File: src/abp_pkg.sv
// abp_pkg: shared types and constants for the box overlap pair search.
// Depends on nothing; every module of the block uses it by scoped names.
`default_nettype none
package abp_pkg;

   localparam int SLOT_COUNT = 8;
   localparam int IDX_W      = (SLOT_COUNT > 1) ? $clog2(SLOT_COUNT) : 1;
   localparam int CNT_W      = $clog2(SLOT_COUNT + 1);
   localparam int SLOT_W     = 3;
   localparam int COORD_W    = 16;

   typedef struct packed {
      logic                       present;
      logic                       fixed_obj;
      logic signed [COORD_W-1:0]  box_min_x;
      logic signed [COORD_W-1:0]  box_min_y;
      logic signed [COORD_W-1:0]  box_max_x;
      logic signed [COORD_W-1:0]  box_max_y;
      logic                       last_object;
   } req_type;

   typedef struct packed {
      logic                       present;
      logic                       fixed_obj;
      logic signed [COORD_W-1:0]  box_min_x;
      logic signed [COORD_W-1:0]  box_min_y;
      logic signed [COORD_W-1:0]  box_max_x;
      logic signed [COORD_W-1:0]  box_max_y;
   } slot_type;

   typedef struct packed {
      logic              pair_valid;
      logic [SLOT_W-1:0] first_slot;
      logic [SLOT_W-1:0] second_slot;
      logic              last_pair;
      logic              overflow;
   } rsp_type;

   typedef struct packed {
      logic             en;
      logic [IDX_W-1:0] addr;
      slot_type         data;
   } wr_type;

   typedef struct packed {
      logic    load;
      rsp_type data;
   } emit_type;

   typedef enum logic [1:0] {
      ST_IDLE,
      ST_READ,
      ST_EVAL,
      ST_FLUSH
   } state_type;

endpackage
`default_nettype wire

File: src/aabb_broad_phase_pairs.sv
// An item not marked last is taken with no result.
// The item marked last starts a scan of n(n-1)/2 pairs over the n loaded slots,
// each pair read from memory and then put through the shared overlap test; a
// flush state releases the final result. Input stalls for the whole scan.
// Reset clears the fill count, overflow flag and output valid; slots are not cleared.
`default_nettype none
module aabb_broad_phase_pairs (
   input  wire               clock,
   input  wire               reset,
   input  wire               req_valid,
   output logic              req_stall,
   input  abp_pkg::req_type  req_data,
   output logic              rsp_valid,
   input  wire               rsp_stall,
   output abp_pkg::rsp_type  rsp_data
);

   abp_pkg::wr_type           wr;
   logic [abp_pkg::IDX_W-1:0] rd_addr_a;
   logic [abp_pkg::IDX_W-1:0] rd_addr_b;
   abp_pkg::slot_type         rd_data_a;
   abp_pkg::slot_type         rd_data_b;
   logic                      hit;
   logic                      out_free;
   abp_pkg::emit_type         emit;

   logic                      rsp_valid_ff, rsp_valid_in;
   abp_pkg::rsp_type          rsp_data_ff, rsp_data_in;

   abp_seq u_seq (
      .clock     (clock),
      .reset     (reset),
      .req_valid (req_valid),
      .req_data  (req_data),
      .req_stall (req_stall),
      .wr        (wr),
      .rd_addr_a (rd_addr_a),
      .rd_addr_b (rd_addr_b),
      .hit       (hit),
      .out_free  (out_free),
      .emit      (emit)
   );

   abp_store u_store (
      .clock     (clock),
      .wr        (wr),
      .rd_addr_a (rd_addr_a),
      .rd_addr_b (rd_addr_b),
      .rd_data_a (rd_data_a),
      .rd_data_b (rd_data_b)
   );

   abp_overlap u_overlap (
      .a   (rd_data_a),
      .b   (rd_data_b),
      .hit (hit)
   );

   // output register: load on free slot, drop valid after transfer
   always_comb begin
      out_free     = !rsp_valid_ff || !rsp_stall;
      rsp_valid_in = rsp_valid_ff && rsp_stall;
      rsp_data_in  = rsp_data_ff;
      if (emit.load) begin
         rsp_valid_in = 1'b1;
         rsp_data_in  = emit.data;
      end
   end

   always_ff @(posedge clock) begin
      if (reset) begin
         rsp_valid_ff <= 1'b0;
      end else begin
         rsp_valid_ff <= rsp_valid_in;
      end
   end

   always_ff @(posedge clock) begin
      rsp_data_ff <= rsp_data_in;
   end

   assign rsp_valid = rsp_valid_ff;
   assign rsp_data  = rsp_data_ff;

endmodule
`default_nettype wire

File: src/abp_store.sv
// abp_store: object slot memory, one write port and two registered read ports.
// Depends on abp_pkg.
`default_nettype none
module abp_store (
   input  wire                      clock,
   input  abp_pkg::wr_type          wr,
   input  wire [abp_pkg::IDX_W-1:0] rd_addr_a,
   input  wire [abp_pkg::IDX_W-1:0] rd_addr_b,
   output abp_pkg::slot_type        rd_data_a,
   output abp_pkg::slot_type        rd_data_b
);

   abp_pkg::slot_type mem [abp_pkg::SLOT_COUNT];
   abp_pkg::slot_type rd_a_ff;
   abp_pkg::slot_type rd_b_ff;

   always_ff @(posedge clock) begin
      if (wr.en) begin
         mem[wr.addr] <= wr.data;
      end
   end

   always_ff @(posedge clock) begin
      rd_a_ff <= mem[rd_addr_a];
      rd_b_ff <= mem[rd_addr_b];
   end

   assign rd_data_a = rd_a_ff;
   assign rd_data_b = rd_b_ff;

endmodule
`default_nettype wire

File: src/abp_overlap.sv
// abp_overlap: shared pair test unit, existence, static filter and box overlap.
// Depends on abp_pkg.
`default_nettype none
module abp_overlap (
   input  abp_pkg::slot_type a,
   input  abp_pkg::slot_type b,
   output logic              hit
);

   logic sep_x;
   logic sep_y;

   always_comb begin
      sep_x = (a.box_min_x > b.box_max_x) || (a.box_max_x < b.box_min_x);
      sep_y = (a.box_min_y > b.box_max_y) || (a.box_max_y < b.box_min_y);
      hit   = a.present && b.present && !(a.fixed_obj && b.fixed_obj) && !sep_x && !sep_y;
   end

endmodule
`default_nettype wire

File: src/abp_seq.sv
// abp_seq: slot loader and pair scan sequencer with one pending result.
// Depends on abp_pkg; drives abp_store and consumes the abp_overlap result.
`default_nettype none
module abp_seq (
   input  wire                       clock,
   input  wire                       reset,
   input  wire                       req_valid,
   input  abp_pkg::req_type          req_data,
   output logic                      req_stall,
   output abp_pkg::wr_type           wr,
   output logic [abp_pkg::IDX_W-1:0] rd_addr_a,
   output logic [abp_pkg::IDX_W-1:0] rd_addr_b,
   input  wire                       hit,
   input  wire                       out_free,
   output abp_pkg::emit_type         emit
);

   abp_pkg::state_type        state_ff, state_in;
   logic [abp_pkg::CNT_W-1:0] fill_ff, fill_in;
   logic                      ovf_ff, ovf_in;
   logic [abp_pkg::IDX_W-1:0] i_ff, i_in;
   logic [abp_pkg::IDX_W-1:0] j_ff, j_in;
   logic                      pend_ff, pend_in;
   logic [abp_pkg::IDX_W-1:0] pend_i_ff, pend_i_in;
   logic [abp_pkg::IDX_W-1:0] pend_j_ff, pend_j_in;

   logic                      accept;
   logic                      has_room;
   logic [abp_pkg::CNT_W-1:0] fill_next;
   logic                      last_j;
   logic                      done;
   logic                      hold;

   always_comb begin
      accept    = (state_ff == abp_pkg::ST_IDLE) && req_valid;
      has_room  = fill_ff < abp_pkg::CNT_W'(abp_pkg::SLOT_COUNT);
      fill_next = has_room ? fill_ff + abp_pkg::CNT_W'(1) : fill_ff;
      last_j    = (abp_pkg::CNT_W'(j_ff) + abp_pkg::CNT_W'(1)) == fill_ff;
      done      = last_j && ((abp_pkg::CNT_W'(i_ff) + abp_pkg::CNT_W'(2)) >= fill_ff);
      hold      = hit && pend_ff && !out_free;
   end

   // next state
   always_comb begin
      state_in = state_ff;
      unique case (state_ff)
         abp_pkg::ST_IDLE: begin
            if (req_valid && req_data.last_object) begin
               state_in = (fill_next < abp_pkg::CNT_W'(2)) ? abp_pkg::ST_FLUSH
                                                            : abp_pkg::ST_READ;
            end
         end
         abp_pkg::ST_READ: begin
            state_in = abp_pkg::ST_EVAL;
         end
         abp_pkg::ST_EVAL: begin
            if (!hold) begin
               state_in = done ? abp_pkg::ST_FLUSH : abp_pkg::ST_READ;
            end
         end
         abp_pkg::ST_FLUSH: begin
            if (out_free) begin
               state_in = abp_pkg::ST_IDLE;
            end
         end
         default: begin
            state_in = abp_pkg::ST_IDLE;
         end
      endcase
   end

   // outputs and datapath
   always_comb begin
      req_stall = state_ff != abp_pkg::ST_IDLE;
      rd_addr_a = i_ff;
      rd_addr_b = j_ff;

      wr.en     = accept && has_room;
      wr.addr   = fill_ff[abp_pkg::IDX_W-1:0];
      wr.data   = '{present:   req_data.present,
                    fixed_obj: req_data.fixed_obj,
                    box_min_x: req_data.box_min_x,
                    box_min_y: req_data.box_min_y,
                    box_max_x: req_data.box_max_x,
                    box_max_y: req_data.box_max_y};

      emit.load             = 1'b0;
      emit.data.pair_valid  = pend_ff;
      emit.data.first_slot  = pend_ff ? abp_pkg::SLOT_W'(pend_i_ff) : '0;
      emit.data.second_slot = pend_ff ? abp_pkg::SLOT_W'(pend_j_ff) : '0;
      emit.data.last_pair   = 1'b0;
      emit.data.overflow    = ovf_ff;

      fill_in   = fill_ff;
      ovf_in    = ovf_ff;
      i_in      = i_ff;
      j_in      = j_ff;
      pend_in   = pend_ff;
      pend_i_in = pend_i_ff;
      pend_j_in = pend_j_ff;

      unique case (state_ff)
         abp_pkg::ST_IDLE: begin
            if (accept) begin
               fill_in = fill_next;
               ovf_in  = ovf_ff || !has_room;
               i_in    = '0;
               j_in    = abp_pkg::IDX_W'(1);
               pend_in = 1'b0;
            end
         end
         abp_pkg::ST_READ: begin
         end
         abp_pkg::ST_EVAL: begin
            if (!hold) begin
               if (hit) begin
                  emit.load = pend_ff;
                  pend_in   = 1'b1;
                  pend_i_in = i_ff;
                  pend_j_in = j_ff;
               end
               if (last_j) begin
                  i_in = i_ff + abp_pkg::IDX_W'(1);
                  j_in = i_ff + abp_pkg::IDX_W'(2);
               end else begin
                  j_in = j_ff + abp_pkg::IDX_W'(1);
               end
            end
         end
         abp_pkg::ST_FLUSH: begin
            emit.data.last_pair = 1'b1;
            if (out_free) begin
               emit.load = 1'b1;
               fill_in   = '0;
               ovf_in    = 1'b0;
               pend_in   = 1'b0;
            end
         end
         default: begin
         end
      endcase
   end

   always_ff @(posedge clock) begin
      if (reset) begin
         state_ff <= abp_pkg::ST_IDLE;
         fill_ff  <= '0;
         ovf_ff   <= 1'b0;
         pend_ff  <= 1'b0;
      end else begin
         state_ff <= state_in;
         fill_ff  <= fill_in;
         ovf_ff   <= ovf_in;
         pend_ff  <= pend_in;
      end
   end

   always_ff @(posedge clock) begin
      i_ff      <= i_in;
      j_ff      <= j_in;
      pend_i_ff <= pend_i_in;
      pend_j_ff <= pend_j_in;
   end

`ifndef SYNTH
   a_fill_bound: assert property (@(posedge clock) disable iff (reset)
      fill_ff <= abp_pkg::CNT_W'(abp_pkg::SLOT_COUNT))
      else $error("fill count beyond slot count");

   a_pair_order: assert property (@(posedge clock) disable iff (reset)
      (state_ff == abp_pkg::ST_READ || state_ff == abp_pkg::ST_EVAL)
      |-> (i_ff < j_ff) && (abp_pkg::CNT_W'(j_ff) < fill_ff))
      else $error("scan pair out of range");

   a_frame_clear: assert property (@(posedge clock) disable iff (reset)
      (state_ff == abp_pkg::ST_FLUSH && out_free)
      |=> (fill_ff == '0) && !ovf_ff && !pend_ff && state_ff == abp_pkg::ST_IDLE)
      else $error("frame state not cleared after search");

   a_emit_when_free: assert property (@(posedge clock) disable iff (reset)
      emit.load |-> out_free && (pend_ff || state_ff == abp_pkg::ST_FLUSH))
      else $error("result transfer without room or without pending pair");
`endif

endmodule
`default_nettype wire

File: config.mk
export PLATFORM = sky130hd
export DESIGN_NAME = aabb_broad_phase_pairs
export DESIGN_NICKNAME = d
export VERILOG_FILES = /design/src/abp_pkg.sv /design/src/aabb_broad_phase_pairs.sv /design/src/abp_store.sv /design/src/abp_overlap.sv /design/src/abp_seq.sv
export SDC_FILE = /design/constraint.sdc
export NUM_CORES = 1
export LEC_CHECK = 0
export BUFFER_PORTS_ARGS = -buffer_cell sky130_fd_sc_hd__buf_2
export CAP_MARGIN = 20
export CORE_UTILIZATION = 67
export DETAILED_ROUTE_END_ITERATION = 8
export PLACE_DENSITY = 0.88
export SETUP_SLACK_MARGIN = 0.15
export SYNTH_ARGS = -nofsm -noshare
export SYNTH_HDL_FRONTEND = slang
export SYNTH_SLANG_ARGS = --single-unit
File: constraint.sdc
create_clock -name clock -period 10.6 [get_ports clock]
set_clock_uncertainty 0.05 [all_clocks]
set_input_delay 1.06 -clock clock [delete_from_list [all_inputs] [get_ports clock]]
set_output_delay 1.06 -clock clock [all_outputs]
set_load 0.005 [all_outputs]
## Word-level counts from Yosys, hierarchy flattened

Memories as Yosys holds them, arrays and structs flattened. A register that Yosys moved wholly into a read port is not among the register bits.
Cells that the tools add are included.

| cells by class | value |
|---|---|
| add/sub/neg operators | 6 |
| $lt $le $gt $ge | 7 |
| equality and inequality tests | 10 |
| mux-type cells | 33 |
| bitwise operators | 1 |
| reduce and logical (&&, ||, !) cells | 34 |

Operator list:

| kind | number |
|---|---|
| 16-bit > comparator | 2 |
| 16-bit less-than comparator | 2 |
| 3-bit 2-to-1 mux | 6 |
| 1-bit logical AND | 12 |
| 1-bit 2-to-1 mux | 12 |
| 4-bit 2-to-1 mux | 3 |
| 3-bit one-hot mux with 2 select lines | 2 |
| 3-bit AND reduction | 4 |
| 2-bit 2-to-1 mux | 5 |
| 2-bit by 1-bit inequality test with 1-bit output, second input constant | 4 |
| 2-bit one-hot mux with 4 select lines | 1 |
| 4-bit one-hot mux with 2 select lines | 1 |
| 1-bit zero test | 7 |
| 3-bit by 1-bit adder with 3-bit output, second input constant | 2 |
| 2-bit nonzero test | 3 |
| 5-bit AND reduction | 1 |
| 3-bit by 1-bit adder with 4-bit output, second input constant | 1 |
| 3-bit by 2-bit adder with 4-bit output, second input constant | 1 |
| 4-bit by 1-bit adder with 4-bit output, second input constant | 1 |
| 2-bit equality test, second input constant | 2 |
| 4-bit equality test | 1 |
| 4-bit >= comparator | 1 |
| 1-bit logical OR | 4 |
| 4-bit by 2-bit less-than comparator with 1-bit output, second input constant | 1 |
| 10 further kinds | 12 |

| storage, ports and cells | value |
|---|---|
| flip-flop bits (word level) | 30 |
| memory bits (writable) | 528 |
| input port bits | 71 |
| memories | 1 |

Memory list:

| memory | words | width | read ports | clocked after memory_dff | wr ports | RTL line | RTL |
|---|---|---|---|---|---|---|---|
| u_store.mem | 8 | 66 | 2 | 2 | 1 | abp_store.sv:13 | `abp_pkg::slot_type mem [abp_pkg::SLOT_COUNT];` |

## Logic depth before layout (Yosys ltp)

| depth | value |
|---|---|
| word-level depth | 10 |
| mapped depth | 12 |
| mapped depth without buffers | 9 |

## Modules after synthesis

Synthesis repeated with hierarchy kept, for this count alone.

| second synthesis, totals | value |
|---|---|
| cells, all modules | 1579 |
| area, all modules | 30161.4 µm² |

Modules (own cells, without submodules):

| module | instances | cells an instance | area an instance (µm²) | seq. area each (µm²) |
|---|---|---|---|---|
| abp_store | 1 | 1143 | 26427.8 | 18497.7 |
| abp_seq | 1 | 195 | 1784.2 | 520.5 |
| abp_overlap | 1 | 228 | 1646.6 | 0.0 |
| aabb_broad_phase_pairs | 1 | 13 | 302.8 | 290.3 |

## Worst setup path before layout

Ideal clock, no wire load.

| timing | value |
|---|---|
| path kind | input port to flip-flop |
| start point | input port req_valid |
| end point | memory u_store.mem[0][0] in the netlist's numbering, enable pin |
| library setup time | 0.571 ns |
| data arrival time | 5.822 ns |
| required time | 9.979 ns |
| setup slack | 4.157 ns |
| stages | 4 |
| path buffers | 0 |
| cell sequence | nand2_1 > nor2_1 > nand2_1 > nor3_1 |

| on the way | value |
|---|---|
| word-level cells in the longest chain between the ends | 4 |

Ends and longest elaborated chain:

| element | RTL line | RTL |
|---|---|---|
| start: declaration | aabb_broad_phase_pairs.sv:10 | `input wire req_valid,` |
| 1-bit logical AND | abp_seq.sv:35 | `accept = (state_ff == abp_pkg::ST_IDLE) && req_valid;` |
| 1-bit logical AND | abp_seq.sv:78 | `wr.en = accept && has_room;` |
| 1-bit 2-to-1 mux | abp_store.sv:18 | `if (wr.en) begin` |
| 1-bit 2-to-1 mux (implied by the code) | abp_store.sv:19 | `mem[wr.addr] <= wr.data;` |
| end: declaration | abp_store.sv:13 |  |

Every way passes these cells.

==> impl_metrics.json <==
{
  "crit_chain": "inv_1, ha_1, nand4_1, nor4_1, a21boi_0, nor4_1, a211oi_2, a41oi_1, a21oi_1",
  "drv_cap": 0,
  "rsz0062_at_grt": "no",
  "netlist_area_sq_um": 29470,
  "fmax_mhz": 268.9,
  "ant_nets": 0,
  "vias": 15390,
  "dp_slack_ns": 6.955,
  "antenna_found_initial": 6,
  "yosys.area.top_type_share": 0.5594,
  "irDropWorstVdd_v": 0.0002027,
  "routed_via_density": 6.820,
  "route.detailed.drc": 0,
  "setup_viol": 0,
  "first_pass_iters": 9,
  "syn-num-nets": 1656,
  "grt_max_degree": 136,
  "holdPathEnd": "rsp_data[0]",
  "leakagePower_nw": 11.33,
  "critPathMaxStageDelay_ns": 0.72,
  "grt-ovfl-total": 0,
  "clk_latency_ns": 0.61,
  "fin_nets": 1755,
  "synth_edf_count": 549,
  "area_delta_synth_final_pct": 11.71,
  "synth.area.top_cells": "edfxtp_1 (56%), mux4_2 (20%), dfxtp_1 (9.6%)",
  "worstPathRequired_ns": 10.77,
  "min_period_ns": 3.718,
  "yosysSeqAreaShare": 0.6552,
  "crit_start": "u_store.rd_data_b[15]",
  "crit_slowest_cell": "a21oi_1",
  "holdBufCountCts": 0,
  "worstReg2RegStart": "u_store.rd_data_b[15]",
  "clock-sinks": 690,
  "wirelength_microns": 65840,
  "yosysWarnings": 0,
  "path_class": "flop to flop",
  "yosysMostFrequentCell": "edfxtp_1",
  "synth_area_leader_cell": "edfxtp_1",
  "p_total_mw": 9.451,
  "core_sq_um": 43270,
  "worst-r2r-setup-slack_ns": 6.88,
  "htreeDepth": 3,
  "ys_async_sr_fraction": 0,
  "hold_path.class": "flop to flop",
  "reg2reg_depth": 9,
  "fin_crit_sh": 0.3508,
  "portBuffers": 81,
  "worstHoldStart": "u_seq.ovf_ff",
  "clk_pin_slew_ns": 0.06,
  "drt_iter0_markers": 1645,
  "worstReg2RegEnd": "rsp_data[5]",
  "routedWlPerCell_microns": 29.17,
  "synth_seq_cells": 690,
  "start_util": 0.6811,
  "netlist_top_cells_count": "edfxtp_1 (549), mux4_2 (264), dfxtp_1 (141)",
  "grt_pass1_wl_microns": 97970,
  "busiest_layer": "met2",
  "synth-main-ff-cell": "edfxtp_1",
  "io_pins": 82,
  "met3_usage": 0.05637,
  "grt_usage": 0.3071,
  "cts.path.max_buffers": 3,
  "grt_use_met2": 0.5436,
  "yosysUniqueCellTypes": 54,
  "cts_buffers": 69,
  "hold_depth": 0,
  "worst-path-max-fanout": 9,
  "synth_cells": 1511,
  "cts-root-buf": "clkbuf_16",
  "worstSetupEndpointType": "flop",
  "std_cell_rows": 76,
  "cts_resized": 0,
  "layout_setup_ws_ns": 6.882,
  "gp_congestion": 0.8389,
  "cts_setup_buffers": 0,
  "worst_slew_pin_slew_ns": 1.063,
  "final-hold-violation-count": 0,
  "critPathArrivalTime_ns": 3.89,
  "drive_above_1_share": 0.3755,
  "utilization": 0.7609,
  "avgSynthCellArea_sq_um": 19.50,
  "cts_tree": "done",
  "grt_pass1_vias": 16420,
  "use_met1": 0.3620,
  "report.final.slew_viol_count": 0,
  "slew_headroom": 0.2911,
  "tns_ns": 0,
  "chipHeight_microns": 211.7,
  "cp-start-kind": "flop",
  "cellPowerDensity_nw_per_um2": 287.1,
  "cp_common_cell": "nor4_1",
  "dieArea_sq_um": 44830,
  "status": "finished, final reports clean",
  "dp_hpwl_microns": 35680,
  "die_x_microns": 211.7
}
-- report_power, final --
group	switching (mW)	internal, mW	total [mW]	leakage [nW]
logic	1.69	1.64	3.33	4.03
clock network	1.00	1.45	2.45	1.15
registers	0.228	3.44	3.67	6.16
-- registers in the layout (all words and copies together), names as in the netlist, 3 cells and up --
signal             count
u_seq.rd_addr_a        3
u_store.rd_data_b     66
u_seq.fill_ff          4
u_seq.pend_j_ff        3
u_seq.pend_i_ff        3
u_seq.rd_addr_b        3
u_store.rd_data_a     66
rsp_data               9
u_store.mem          528
-- cell type report --
class | count | area (sq um)
antenna | 5 | 12.51
clock buffer | 102 | 2098
clock inverter | 26 | 220.2
fill | 2252 | 10340
inverter | 74 | 277.8
multi-input combinational | 669 | 9622
sequential | 690 | 19310
tap | 585 | 732.0
timing repair buffer | 106 | 650.6
-- worst max-delay path, delay by kind of cell, from the launching register on --
kind | cells | cell delay, ns
and+or+nand+nor | 3 | 0.79
buffers and inverters | 1 | 0.04
adders and majority gates | 1 | 0.35
AOI/OAI and AO/OA | 4 | 1.77
DFF | 1 | 0.31
-- worst max path at each step --
stage,depth (start not counted),to
floorplan,4,u_store.mem[0][0]
global placement,7,u_store.mem[6][37]
detailed placement,7,u_store.mem[6][37]
CTS,9,rsp_data[2]
global route,9,rsp_data[0]
finish,9,rsp_data[5]
-- metal layers --
metal	up-vias	wire [microns]
met5	-	0
met4	0	2899
met2	731	35520
li1	6412	-
met3	182	4268
met1	8067	23160
-- cells by family after synthesis --
family / Yosys count / share of synthesized area
and+or+nand+nor: 108 / 0.01911
adders and majority gates: 74 / 0.03142
AOI/OAI and AO/OA: 82 / 0.01923
muxes: 399 / 0.2532
buffers and inverters: 152 / 0.02004
xor gates and xnor gates: 6 / 0.001783
DFF: 690 / 0.6552
-- cells in the final DEF, fill, tap and decap left out, types with 15 or more instances in the layout --
master and count:
a21oi_1 27, buf_2 81, buf_4 21, clkbuf_1 15, clkbuf_16 75, dfxtp_1 141, edfxtp_1 549, ha_1 74
inv_1 74, mux2_2 133, mux4_2 264, nand2_1 25, nor2_1 15
-- stage by stage --
| stage | hold slack [ns] | instance area (sq um) | cells |
|---|---|---|---|
| final | 0.3851 | 32920 | 2257 |
| after global routing | 0.3991 | 32920 | 2255 |
| after CTS | 0.3861 | 32880 | 2251 |
| after detailed placement | 0.3677 | 30560 | 2123 |
| after global placement | 0.3697 | 30560 | 2123 |
| after floorplan | 0.3590 | 29470 | 1511 |
Power figures use the tool's default switching activity.
